[src/hdl/hpwm_pkg.sv]
package hpwm_pkg;

  // Field and register widths.
  localparam int CLK_W      = 29;
  localparam int FREQ_W     = 20;
  localparam int SPD_W      = 16;
  localparam int VAL_W      = 16;
  localparam int CFG_IDX_W  = 2;
  localparam int CFG_DATA_W = 29;
  localparam int MAG_W      = 7;
  localparam int PROD_W     = MAG_W + VAL_W;
  localparam int DIV_CNT_W  = 5;
  localparam int RECIP_W    = 24;
  localparam int PCT_SHIFT  = 30;

  // Register indexes on the configuration port.
  localparam logic [CFG_IDX_W-1:0] CFG_TIMER_CLOCK = 2'd0;
  localparam logic [CFG_IDX_W-1:0] CFG_PWM_FREQ    = 2'd1;

  // Reset values.
  localparam logic [CLK_W-1:0]  CLK_RESET  = 29'd84000000;
  localparam logic [FREQ_W-1:0] FREQ_RESET = 20'd1000;
  localparam logic [VAL_W-1:0]  MAX16      = 16'hFFFF;

  // Speed handling constants.
  localparam logic signed [SPD_W-1:0] SPD_FULL_POS = 16'sd100;
  localparam logic signed [SPD_W-1:0] SPD_FULL_NEG = -16'sd100;
  localparam logic [MAG_W-1:0]        SPD_CLAMP    = 7'd99;
  // Rounded-up reciprocal of 100 scaled by 2^PCT_SHIFT.
  localparam logic [RECIP_W-1:0]      PCT_RECIP    = 24'd10737419;

  // Input action codes.
  localparam logic ACT_SPEED = 1'b0;
  localparam logic ACT_BRAKE = 1'b1;

  // Operand selection for the shared divider.
  typedef enum logic [1:0] {
    DIV_SEL_QUOT  = 2'd0,
    DIV_SEL_TICK  = 2'd1,
    DIV_SEL_RATIO = 2'd2
  } div_sel_t;

  typedef struct packed {
    logic     latch_in;
    logic     div_start;
    div_sel_t div_sel;
    logic     load_psc;
    logic     load_arr;
    logic     set_err;
    logic     load_prod;
    logic     load_duty;
    logic     load_out;
  } ctrl_cmd_t;

  typedef struct packed {
    logic timing_valid;
    logic cfg_zero;
    logic brake;
    logic div_done;
    logic out_free;
  } dp_stat_t;

endpackage

[src/hdl/hpwm_in_if.sv]
interface hpwm_in_if;
  logic                                   valid;
  logic                                   ready;
  logic                                   action;
  logic signed [hpwm_pkg::SPD_W-1:0]      speed;

  modport source (output valid, output action, output speed, input ready);
  modport sink (input valid, input action, input speed, output ready);
endinterface

[src/hdl/hpwm_out_if.sv]
interface hpwm_out_if;
  logic                        valid;
  logic                        ready;
  logic [hpwm_pkg::VAL_W-1:0]  compare_a;
  logic [hpwm_pkg::VAL_W-1:0]  compare_b;
  logic [hpwm_pkg::VAL_W-1:0]  prescaler_value;
  logic [hpwm_pkg::VAL_W-1:0]  period_value;
  logic                        freq_error;

  modport source (output valid, output compare_a, output compare_b, output prescaler_value,
                  output period_value, output freq_error, input ready);
  modport sink (input valid, input compare_a, input compare_b, input prescaler_value,
                input period_value, input freq_error, output ready);
endinterface

[src/hdl/hbridge_pwm_duty_setup.sv]
// With current timing, a speed request passes the check, multiply and duty states before
// its result is loaded, and a brake goes from the check straight to its result. The duty
// comes from a multiply and a reciprocal multiply for the division by 100. The first
// request after reset or a register write adds three passes of the shared radix-2 divider
// for prescaler and period. One request is in work at a time; a busy output holds it.
// Reset (synchronous, rst_n low) restores the settings and timing and forces re-derivation.
module hbridge_pwm_duty_setup (
  input  logic                             clk,
  input  logic                             rst_n,
  input  logic                             cfg_we,
  input  logic [hpwm_pkg::CFG_IDX_W-1:0]   cfg_index,
  input  logic [hpwm_pkg::CFG_DATA_W-1:0]  cfg_wdata,
  hpwm_in_if.sink                          in_chan,
  hpwm_out_if.source                       out_chan
);

  hpwm_pkg::ctrl_cmd_t cmd;
  hpwm_pkg::dp_stat_t  stat;

  hpwm_ctrl u_ctrl (
    .clk      (clk),
    .rst_n    (rst_n),
    .in_valid (in_chan.valid),
    .in_ready (in_chan.ready),
    .stat     (stat),
    .cmd      (cmd)
  );

  hpwm_dp u_dp (
    .clk                 (clk),
    .rst_n               (rst_n),
    .cfg_we              (cfg_we),
    .cfg_index           (cfg_index),
    .cfg_wdata           (cfg_wdata),
    .in_action           (in_chan.action),
    .in_speed            (in_chan.speed),
    .out_ready           (out_chan.ready),
    .out_valid           (out_chan.valid),
    .out_compare_a       (out_chan.compare_a),
    .out_compare_b       (out_chan.compare_b),
    .out_prescaler_value (out_chan.prescaler_value),
    .out_period_value    (out_chan.period_value),
    .out_freq_error      (out_chan.freq_error),
    .cmd                 (cmd),
    .stat                (stat)
  );

endmodule

[src/hdl/hpwm_div.sv]
module hpwm_div (
  input  logic                          clk,
  input  logic                          rst_n,
  input  logic                          start,
  input  logic [hpwm_pkg::CLK_W-1:0]    dividend,
  input  logic [hpwm_pkg::FREQ_W-1:0]   divisor,
  output logic [hpwm_pkg::CLK_W-1:0]    quotient,
  output logic                          done
);

  logic [hpwm_pkg::CLK_W-1:0]     dq_r, dq_nxt;
  logic [hpwm_pkg::FREQ_W-1:0]    rem_r, rem_nxt;
  logic [hpwm_pkg::FREQ_W-1:0]    dvs_r, dvs_nxt;
  logic [hpwm_pkg::DIV_CNT_W-1:0] cnt_r, cnt_nxt;
  logic                           busy_r, busy_nxt;
  logic                           done_r, done_nxt;
  logic [hpwm_pkg::FREQ_W:0]      rem_sh;
  logic [hpwm_pkg::FREQ_W:0]      rem_sub;
  logic                           ge;

  // Restoring division: the dividend shifts out at the top while the
  // quotient bits shift in at the bottom of the same register.
  always_comb begin
    rem_sh  = {rem_r, dq_r[hpwm_pkg::CLK_W-1]};
    rem_sub = rem_sh - {1'b0, dvs_r};
    ge      = (rem_sh >= {1'b0, dvs_r});

    dq_nxt   = dq_r;
    rem_nxt  = rem_r;
    dvs_nxt  = dvs_r;
    cnt_nxt  = cnt_r;
    busy_nxt = busy_r;
    done_nxt = 1'b0;
    if (start) begin
      dq_nxt   = dividend;
      rem_nxt  = '0;
      dvs_nxt  = divisor;
      cnt_nxt  = hpwm_pkg::DIV_CNT_W'(hpwm_pkg::CLK_W);
      busy_nxt = 1'b1;
    end else if (busy_r) begin
      dq_nxt  = {dq_r[hpwm_pkg::CLK_W-2:0], ge};
      rem_nxt = ge ? rem_sub[hpwm_pkg::FREQ_W-1:0] : rem_sh[hpwm_pkg::FREQ_W-1:0];
      cnt_nxt = cnt_r - 1'b1;
      if (cnt_r == hpwm_pkg::DIV_CNT_W'(1)) begin
        busy_nxt = 1'b0;
        done_nxt = 1'b1;
      end
    end
  end

  always_ff @(posedge clk) begin
    if (!rst_n) begin
      cnt_r  <= '0;
      busy_r <= 1'b0;
      done_r <= 1'b0;
    end else begin
      cnt_r  <= cnt_nxt;
      busy_r <= busy_nxt;
      done_r <= done_nxt;
    end
  end

  always_ff @(posedge clk) begin
    dq_r  <= dq_nxt;
    rem_r <= rem_nxt;
    dvs_r <= dvs_nxt;
  end

  assign quotient = dq_r;
  assign done     = done_r;

endmodule

[src/hdl/hpwm_dp.sv]
module hpwm_dp (
  input  logic                                 clk,
  input  logic                                 rst_n,
  input  logic                                 cfg_we,
  input  logic [hpwm_pkg::CFG_IDX_W-1:0]       cfg_index,
  input  logic [hpwm_pkg::CFG_DATA_W-1:0]      cfg_wdata,
  input  logic                                 in_action,
  input  logic signed [hpwm_pkg::SPD_W-1:0]    in_speed,
  input  logic                                 out_ready,
  output logic                                 out_valid,
  output logic [hpwm_pkg::VAL_W-1:0]           out_compare_a,
  output logic [hpwm_pkg::VAL_W-1:0]           out_compare_b,
  output logic [hpwm_pkg::VAL_W-1:0]           out_prescaler_value,
  output logic [hpwm_pkg::VAL_W-1:0]           out_period_value,
  output logic                                 out_freq_error,
  input  hpwm_pkg::ctrl_cmd_t                  cmd,
  output hpwm_pkg::dp_stat_t                   stat
);

  logic [hpwm_pkg::CLK_W-1:0]          clk_hz_r;
  logic [hpwm_pkg::FREQ_W-1:0]         freq_r;
  logic [hpwm_pkg::VAL_W-1:0]          psc_r;
  logic [hpwm_pkg::VAL_W-1:0]          per_r;
  logic                                valid_r;
  logic                                err_r;
  logic                                action_r;
  logic signed [hpwm_pkg::SPD_W-1:0]   speed_r;
  logic [hpwm_pkg::PROD_W-1:0]         prod_r;
  logic [hpwm_pkg::VAL_W-1:0]          duty_r;
  logic                                oval_r, oval_nxt;
  logic [hpwm_pkg::VAL_W-1:0]          oca_r, ocb_r, opsc_r, oper_r;
  logic                                oerr_r;

  logic [hpwm_pkg::CLK_W-1:0]          quo;
  logic                                div_done;
  logic [hpwm_pkg::CLK_W-1:0]          dvd;
  logic [hpwm_pkg::FREQ_W-1:0]         dvs;
  logic [hpwm_pkg::CLK_W-1:0]          quo_m1;
  logic [hpwm_pkg::CLK_W-1:0]          psc_full;
  logic [hpwm_pkg::VAL_W-1:0]          psc_calc;
  logic [hpwm_pkg::VAL_W-1:0]          arr_calc;
  logic [hpwm_pkg::VAL_W:0]            psc_inc;
  logic signed [hpwm_pkg::SPD_W-1:0]   spd_abs;
  logic [hpwm_pkg::MAG_W-1:0]          mag;
  logic [hpwm_pkg::PROD_W-1:0]         prod_calc;
  logic                                spd_pos;
  logic [hpwm_pkg::PROD_W+hpwm_pkg::RECIP_W-1:0] duty_wide;
  logic [hpwm_pkg::VAL_W-1:0]          duty_calc;

  hpwm_div u_div (
    .clk      (clk),
    .rst_n    (rst_n),
    .start    (cmd.div_start),
    .dividend (dvd),
    .divisor  (dvs),
    .quotient (quo),
    .done     (div_done)
  );

  // Prescaler is the first quotient minus one, and the period is the
  // ratio minus one; a zero ratio wraps and saturates to full scale.
  always_comb begin
    quo_m1   = quo - 1'b1;
    psc_full = (quo == '0) ? '0 : quo_m1;
    psc_calc = (|psc_full[hpwm_pkg::CLK_W-1:hpwm_pkg::VAL_W]) ? hpwm_pkg::MAX16
                                                               : psc_full[hpwm_pkg::VAL_W-1:0];
    if (quo == '0 || (|quo_m1[hpwm_pkg::CLK_W-1:hpwm_pkg::VAL_W])) begin
      arr_calc = hpwm_pkg::MAX16;
    end else begin
      arr_calc = quo_m1[hpwm_pkg::VAL_W-1:0];
    end
    psc_inc = {1'b0, psc_calc} + 1'b1;
  end

  // clock / (f * 65536) equals (clock >> 16) / f, which keeps the
  // product out of the divider entirely.
  always_comb begin
    case (cmd.div_sel)
      hpwm_pkg::DIV_SEL_QUOT: begin
        dvd = hpwm_pkg::CLK_W'(clk_hz_r[hpwm_pkg::CLK_W-1:16]);
        dvs = freq_r;
      end
      hpwm_pkg::DIV_SEL_TICK: begin
        dvd = clk_hz_r;
        dvs = hpwm_pkg::FREQ_W'(psc_inc);
      end
      hpwm_pkg::DIV_SEL_RATIO: begin
        dvd = quo;
        dvs = freq_r;
      end
      default: begin
        dvd = clk_hz_r;
        dvs = freq_r;
      end
    endcase
  end

  always_comb begin
    spd_abs = speed_r[hpwm_pkg::SPD_W-1] ? -speed_r : speed_r;
    if (speed_r > hpwm_pkg::SPD_FULL_POS || speed_r < hpwm_pkg::SPD_FULL_NEG) begin
      mag = hpwm_pkg::SPD_CLAMP;
    end else begin
      mag = spd_abs[hpwm_pkg::MAG_W-1:0];
    end
    prod_calc = {{hpwm_pkg::VAL_W{1'b0}}, mag} * {{hpwm_pkg::MAG_W{1'b0}}, per_r};
    spd_pos   = !speed_r[hpwm_pkg::SPD_W-1] && (speed_r != '0);
  end

  // The product stays below 2^23, so the rounded-up reciprocal of 100
  // gives the exact floor of the division after the shift.
  always_comb begin
    duty_wide = {{hpwm_pkg::RECIP_W{1'b0}}, prod_r} *
                {{hpwm_pkg::PROD_W{1'b0}}, hpwm_pkg::PCT_RECIP};
    duty_calc = duty_wide[hpwm_pkg::PCT_SHIFT +: hpwm_pkg::VAL_W];
  end

  always_comb begin
    oval_nxt = oval_r;
    if (cmd.load_out) begin
      oval_nxt = 1'b1;
    end else if (out_ready) begin
      oval_nxt = 1'b0;
    end
  end

  always_ff @(posedge clk) begin
    if (!rst_n) begin
      clk_hz_r <= hpwm_pkg::CLK_RESET;
      freq_r   <= hpwm_pkg::FREQ_RESET;
      psc_r    <= '0;
      per_r    <= hpwm_pkg::MAX16;
      valid_r  <= 1'b0;
      err_r    <= 1'b0;
      oval_r   <= 1'b0;
    end else begin
      oval_r <= oval_nxt;
      if (cfg_we && cfg_index == hpwm_pkg::CFG_TIMER_CLOCK) begin
        clk_hz_r <= cfg_wdata;
        valid_r  <= 1'b0;
      end else if (cfg_we && cfg_index == hpwm_pkg::CFG_PWM_FREQ) begin
        freq_r  <= cfg_wdata[hpwm_pkg::FREQ_W-1:0];
        valid_r <= 1'b0;
      end else if (cmd.set_err) begin
        err_r   <= 1'b1;
        valid_r <= 1'b1;
      end else if (cmd.load_arr) begin
        per_r   <= arr_calc;
        err_r   <= 1'b0;
        valid_r <= 1'b1;
      end
      if (cmd.load_psc) begin
        psc_r <= psc_calc;
      end
    end
  end

  always_ff @(posedge clk) begin
    if (cmd.latch_in) begin
      action_r <= in_action;
      speed_r  <= in_speed;
    end
    if (cmd.load_prod) begin
      prod_r <= prod_calc;
    end
    if (cmd.load_duty) begin
      duty_r <= duty_calc;
    end
    if (cmd.load_out) begin
      if (action_r == hpwm_pkg::ACT_BRAKE) begin
        oca_r <= per_r;
        ocb_r <= per_r;
      end else begin
        oca_r <= spd_pos ? duty_r : '0;
        ocb_r <= spd_pos ? '0 : duty_r;
      end
      opsc_r <= psc_r;
      oper_r <= per_r;
      oerr_r <= err_r;
    end
  end

  assign stat.timing_valid = valid_r;
  assign stat.cfg_zero     = (freq_r == '0) || (clk_hz_r == '0);
  assign stat.brake        = (action_r == hpwm_pkg::ACT_BRAKE);
  assign stat.div_done     = div_done;
  assign stat.out_free     = !oval_r || out_ready;

  assign out_valid           = oval_r;
  assign out_compare_a       = oca_r;
  assign out_compare_b       = ocb_r;
  assign out_prescaler_value = opsc_r;
  assign out_period_value    = oper_r;
  assign out_freq_error      = oerr_r;

endmodule

[src/hdl/hpwm_ctrl.sv]
module hpwm_ctrl (
  input  logic                 clk,
  input  logic                 rst_n,
  input  logic                 in_valid,
  output logic                 in_ready,
  input  hpwm_pkg::dp_stat_t   stat,
  output hpwm_pkg::ctrl_cmd_t  cmd
);

  typedef enum logic [7:0] {
    S_IDLE   = 8'b00000001,
    S_CHECK  = 8'b00000010,
    S_Q_WAIT = 8'b00000100,
    S_T_WAIT = 8'b00001000,
    S_R_WAIT = 8'b00010000,
    S_MUL    = 8'b00100000,
    S_DUTY   = 8'b01000000,
    S_DONE   = 8'b10000000
  } state_t;

  state_t state_r, state_nxt;

  always_comb begin
    state_nxt = state_r;
    cmd       = '0;
    cmd.div_sel = hpwm_pkg::DIV_SEL_QUOT;
    in_ready  = 1'b0;
    case (state_r)
      S_IDLE: begin
        in_ready = 1'b1;
        if (in_valid) begin
          cmd.latch_in = 1'b1;
          state_nxt    = S_CHECK;
        end
      end
      S_CHECK: begin
        if (stat.timing_valid || stat.cfg_zero) begin
          // A zero clock or frequency keeps the old timing and flags it.
          cmd.set_err = !stat.timing_valid;
          state_nxt   = stat.brake ? S_DONE : S_MUL;
        end else begin
          cmd.div_start = 1'b1;
          cmd.div_sel   = hpwm_pkg::DIV_SEL_QUOT;
          state_nxt     = S_Q_WAIT;
        end
      end
      S_Q_WAIT: begin
        cmd.div_sel = hpwm_pkg::DIV_SEL_TICK;
        if (stat.div_done) begin
          cmd.load_psc  = 1'b1;
          cmd.div_start = 1'b1;
          state_nxt     = S_T_WAIT;
        end
      end
      S_T_WAIT: begin
        cmd.div_sel = hpwm_pkg::DIV_SEL_RATIO;
        if (stat.div_done) begin
          cmd.div_start = 1'b1;
          state_nxt     = S_R_WAIT;
        end
      end
      S_R_WAIT: begin
        if (stat.div_done) begin
          cmd.load_arr = 1'b1;
          state_nxt    = stat.brake ? S_DONE : S_MUL;
        end
      end
      S_MUL: begin
        cmd.load_prod = 1'b1;
        state_nxt     = S_DUTY;
      end
      S_DUTY: begin
        cmd.load_duty = 1'b1;
        state_nxt     = S_DONE;
      end
      S_DONE: begin
        if (stat.out_free) begin
          cmd.load_out = 1'b1;
          state_nxt    = S_IDLE;
        end
      end
      default: begin
        state_nxt = S_IDLE;
      end
    endcase
  end

  always_ff @(posedge clk) begin
    if (!rst_n) begin
      state_r <= S_IDLE;
    end else begin
      state_r <= state_nxt;
    end
  end

endmodule
[src/flat_wrapper.sv]
// flat-port wrapper written by rule: the top's interface ports become plain ports
module hbridge_pwm_duty_setup_flat 
  (clk, rst_n, cfg_we, cfg_index, cfg_wdata, in_chan_valid, in_chan_action, in_chan_speed, in_chan_ready, out_chan_valid, out_chan_compare_a, out_chan_compare_b, out_chan_prescaler_value, out_chan_period_value, out_chan_freq_error, out_chan_ready);
  hpwm_in_if in_chan_i ();
  hpwm_out_if out_chan_i ();
  input  logic clk;
  input  logic rst_n;
  input  logic cfg_we;
  input  logic [hpwm_pkg::CFG_IDX_W-1:0] cfg_index;
  input  logic [hpwm_pkg::CFG_DATA_W-1:0] cfg_wdata;
  input wire logic [$bits(in_chan_i.valid)-1:0] in_chan_valid;
  input wire logic [$bits(in_chan_i.action)-1:0] in_chan_action;
  input wire logic [$bits(in_chan_i.speed)-1:0] in_chan_speed;
  output wire logic [$bits(in_chan_i.ready)-1:0] in_chan_ready;
  output wire logic [$bits(out_chan_i.valid)-1:0] out_chan_valid;
  output wire logic [$bits(out_chan_i.compare_a)-1:0] out_chan_compare_a;
  output wire logic [$bits(out_chan_i.compare_b)-1:0] out_chan_compare_b;
  output wire logic [$bits(out_chan_i.prescaler_value)-1:0] out_chan_prescaler_value;
  output wire logic [$bits(out_chan_i.period_value)-1:0] out_chan_period_value;
  output wire logic [$bits(out_chan_i.freq_error)-1:0] out_chan_freq_error;
  input wire logic [$bits(out_chan_i.ready)-1:0] out_chan_ready;
  assign in_chan_i.valid = in_chan_valid;
  assign in_chan_i.action = in_chan_action;
  assign in_chan_i.speed = in_chan_speed;
  assign in_chan_ready = in_chan_i.ready;
  assign out_chan_valid = out_chan_i.valid;
  assign out_chan_compare_a = out_chan_i.compare_a;
  assign out_chan_compare_b = out_chan_i.compare_b;
  assign out_chan_prescaler_value = out_chan_i.prescaler_value;
  assign out_chan_period_value = out_chan_i.period_value;
  assign out_chan_freq_error = out_chan_i.freq_error;
  assign out_chan_i.ready = out_chan_ready;
  hbridge_pwm_duty_setup u_core (.clk(clk), .rst_n(rst_n), .cfg_we(cfg_we), .cfg_index(cfg_index), .cfg_wdata(cfg_wdata), .in_chan(in_chan_i), .out_chan(out_chan_i));
endmodule
[config.mk]
export PLATFORM = sky130hd
export DESIGN_NAME = hbridge_pwm_duty_setup_flat
export DESIGN_NICKNAME = d
export VERILOG_FILES = /design/src/hdl/hpwm_pkg.sv /design/src/hdl/hpwm_in_if.sv /design/src/hdl/hpwm_out_if.sv /design/src/hdl/hbridge_pwm_duty_setup.sv /design/src/hdl/hpwm_div.sv /design/src/hdl/hpwm_dp.sv /design/src/hdl/hpwm_ctrl.sv /design/src/flat_wrapper.sv
export SDC_FILE = /design/constraint.sdc
export NUM_CORES = 1
export LEC_CHECK = 0
export BUFFER_PORTS_ARGS = -buffer_cell sky130_fd_sc_hd__buf_4
export CAP_MARGIN = 25
export CORE_AREA = 8 8 170 292
export DETAILED_ROUTE_END_ITERATION = 10
export DIE_AREA = 0 0 178 300
export GPL_ROUTABILITY_DRIVEN = 0
export PLACE_DENSITY = 0.78
export SLEW_MARGIN = 20
export SYNTH_ARGS = -nofsm -noshare
export SYNTH_HDL_FRONTEND = slang
export SYNTH_SLANG_ARGS = --single-unit
[constraint.sdc]
create_clock -name clk -period 7 [get_ports clk]
set_input_delay 0.7 -clock clk [delete_from_list [all_inputs] [get_ports clk]]
set_output_delay 0.7 -clock clk [all_outputs]
set_load 0.01 [all_outputs]
==> run metrics <==
Hold Buf Count CTS 0; clock period minus worst slack 7.00 ns; synth warn 0; met1 Resource Use GR 23.9%; Inserted Clock Buffers 25; Synth Flop Type edfxtp_1; top cells by area, synth fa_1 21%, edfxtp_1 21%, ha_1 15%; total congestion overflow 0; Syn Inst Count 2451; Seq pwr share 43.9%; RSZ-0062 raised after global routing true; Fin. Hold Viols 0; # fillers 3599; #FFs+latches synth 289; number of global-route vias before repair 20300; global routing usage on met2 49.4%; Setup Skew 0.0204 ns; post-synth top area cell fa_1; top-count cell post-synth inv_1; H-tree lvl count 1; slack of the critical path 0.00183 ns; Post-Syn Nets 3070; Final nets 3219; DRT Pass-1 Iters 6; Setup crit end u_core.u_dp.duty_r[11]; Netlist cell types 73; Commonest cells post-synth 410 x inv_1, 300 x ha_1, 266 x fa_1; Worst R2R Start u_core.u_dp.prod_r[11]; CTS root buf clkbuf_16; CP arrival 7.30 ns; internal power 3.24 mW; Post-synth EDFFs 170; Boundary Pins 120; Tcrit/Tclk final 100%; register cell area after layout 0.00749 mm^2; GRT Max-Usage Layer met2; routed wire length 69.3 mm; area post-placement 0.0267 mm^2; Antenna Nets Post-Route 0; Req. time, crit path 7.31 ns; initial core utilization 54.3%; Die Y 300 um; die width 178 um; met3 Track Usage GR 3.59%; initial antenna violation count 0; R2R Path End u_core.u_dp.duty_r[11]; post-synthesis sequential area ratio 30.2%; first-pass GRT wire length 108 mm; drc violations 0; CTS Sinks 289; switching share of power 28.8%; total power 4.55 mW; Final Max Slew Viols 0; clock buffer depth 3; Setup crit start kind flop; Cell Area, Synth 0.0248 mm^2; area of the multi-input gates 0.0157 mm^2; IO Port Bufs 119; PwrDens 163 mW/mm^2; Clock Latency Late Sink 0.57 ns; Final HPWL DP 55.9 mm; Clk pwr share 34.7%; top-area cell type share of the netlist area 21.5%; Max-slew headroom 29.0%; LEAKAGE 12.9 nW; detailed-route via count 18700; Area Growth Syn to Fin 12.8%; switching pwr 1.31 mW; worst slack, placed -0.461 ns; Max Cap Viol 0; Std-Cell Rows 104; syn avg cell area 10.1 um^2; Final Cell Area 0.0280 mm^2; die area 0.0534 mm^2; drt initial violations 1042; Fmax 143 MHz; Final Util 61.2%; worst r2r path cells 25; ys async rst share 0%; status finished clean; largest net degree at the start of global routing 66; WS Path Type flop to flop; Worst VDD drop 0.216 mV; mean number of vias per cell 5.82; core area 0.0457 mm^2; GRT Util Overall 26.3%; Logic pwr share 21.4%; CP Capture Type flop; CTS tree built; wire per inst 21.7 um; fraction of layout cells with a size suffix above 1 12.4%; worst setup path start u_core.u_dp.prod_r[11]; n_diodes 0; Hold Crit Class input pin to flop; Clock Pin Slew Worst Setup and Hold Paths 0.08 ns; CP Max Fanout 3; Hold Crit Start in_chan_speed[1]; flop2flop setup slack 0.002 ns; Final Setup Violations 0; Worst-Margin Slew 1.06 ns
[power by group through the flow]
stage	clock network (mW)	registers, mW	logic, mW
2_1_floorplan	0	2.00	0.723
3_3_place_gp	0	2.02	0.918
3_5_place_dp	0	2.03	0.952
4_1_cts	1.59	1.99	0.959
5_1_grt	1.65	2.01	1.06
6_report	1.58	2.00	0.972
[metal layers]
metal / vias up / share of wire, %
met1: 9061 / 31
li1: 8416 / -
met5: - / 0
met4: 0 / 11
met3: 376 / 5.0
met2: 797 / 54
[what timing repair did]
item / 4_1_cts / 5_1_grt
pin swaps: 17 / 31
gates resized for setup: 17 / 35
buffers inserted: 8 / 7
endpoints found under the setup margin: 10 / 13
[worst min-delay path by stage]
stage,to,cells past startpoint
after floorplan,u_core.u_dp.out_period_value[0],0
after global placement,u_core.u_dp.out_prescaler_value[14],0
after detailed placement,u_core.u_dp.out_prescaler_value[11],0
after CTS,u_core.u_dp.speed_r[1],1
after global routing,u_core.u_dp.speed_r[1],1
final,u_core.u_dp.speed_r[1],1
[critical path, cell delays in order, from the launching register on]
cell and delay [ns]:
edfxtp_1 0.44, fa_1 0.62, inv_2 0.06, fa_2 0.57
inv_2 0.04, fa_2 0.52, inv_2 0.04, fa_1 0.40
fa_1 0.47, fa_1 0.53, fa_1 0.55, inv_1 0.05
ha_2 0.17, a211o_1 0.29, a211o_1 0.32, a2111oi_4 0.33
o41ai_2 0.15, nor3_2 0.12, buf_4 0.16, a31oi_4 0.11
a31oi_1 0.21, buf_4 0.17, buf_6 0.11, o21bai_4 0.06
buf_6 0.12, xor2_1 0.13
[state kept, by name, indices dropped and copies added, names as in the netlist, 5 cells and up]
signal	count
u_core.u_dp.out_compare_a	16
u_core.u_dp.psc_r	16
u_core.u_dp.u_div.dvs_r	20
u_core.u_dp.per_r	16
u_core.u_dp.out_period_value	16
u_core.u_dp.out_compare_b	16
u_core.u_dp.clk_hz_r	29
u_core.u_dp.u_div.cnt_r	5
u_core.u_dp.duty_r	16
u_core.u_dp.prod_r	23
u_core.u_dp.freq_r	20
u_core.u_dp.u_div.rem_r	20
u_core.u_dp.speed_r	16
u_core.u_dp.u_div.quotient	29
u_core.u_dp.out_prescaler_value	16
u_core.u_ctrl.state_r	8
[area by class of cell]
type / count / area share (%)
inverters: 412 / 5.53
well taps: 583 / 2.61
repair buffers: 204 / 5.60
clock buffers: 33 / 2.55
flip-flops and latches: 289 / 26.8
clock inverters: 13 / 0.761
multi-input cells: 1668 / 56.2
[placed cells by master, fill, tap and decap left out, types with 26 or more instances in the layout]
cell type	synthesis	routed
fa_1	266	259
edfxtp_1	170	170
xnor2_1	55	55
and2_1	88	88
ha_1	300	294
a21oi_1	128	123
inv_1	410	402
buf_4	2	197
nand3_1	49	49
nor2_1	135	133
clkbuf_16	0	27
o21ai_0	33	32
a22o_1	33	33
nand2_1	242	242
a211oi_1	29	27
mux2i_1	34	34
xor2_1	26	26
dfxtp_1	119	119
[logic make-up after synthesis]
family	count (synthesis)	share of synthesized area (%)
flip-flops	289	30.2
XOR/XNOR	81	2.86
AND/OR/NAND/NOR	648	12.5
AO/OA/AOI/OAI	338	8.87
multiplexers	35	1.42
adder cells (fa/ha/maj)	566	36.6
buffers and inverters	494	7.55
[metrics by stage]
step | std cells | hold WS, ns | TNS, ns
2_1_floorplan | 2451 | 0.406 | 0
3_3_place_gp | 3139 | 0.422 | -0.577
3_5_place_dp | 3140 | 0.419 | -2.12
4_1_cts | 3193 | 0.304 | 0
5_1_grt | 3202 | 0.302 | -0.960
6_report | 3202 | 0.310 | 0
Power figures use the tool's default switching activity.
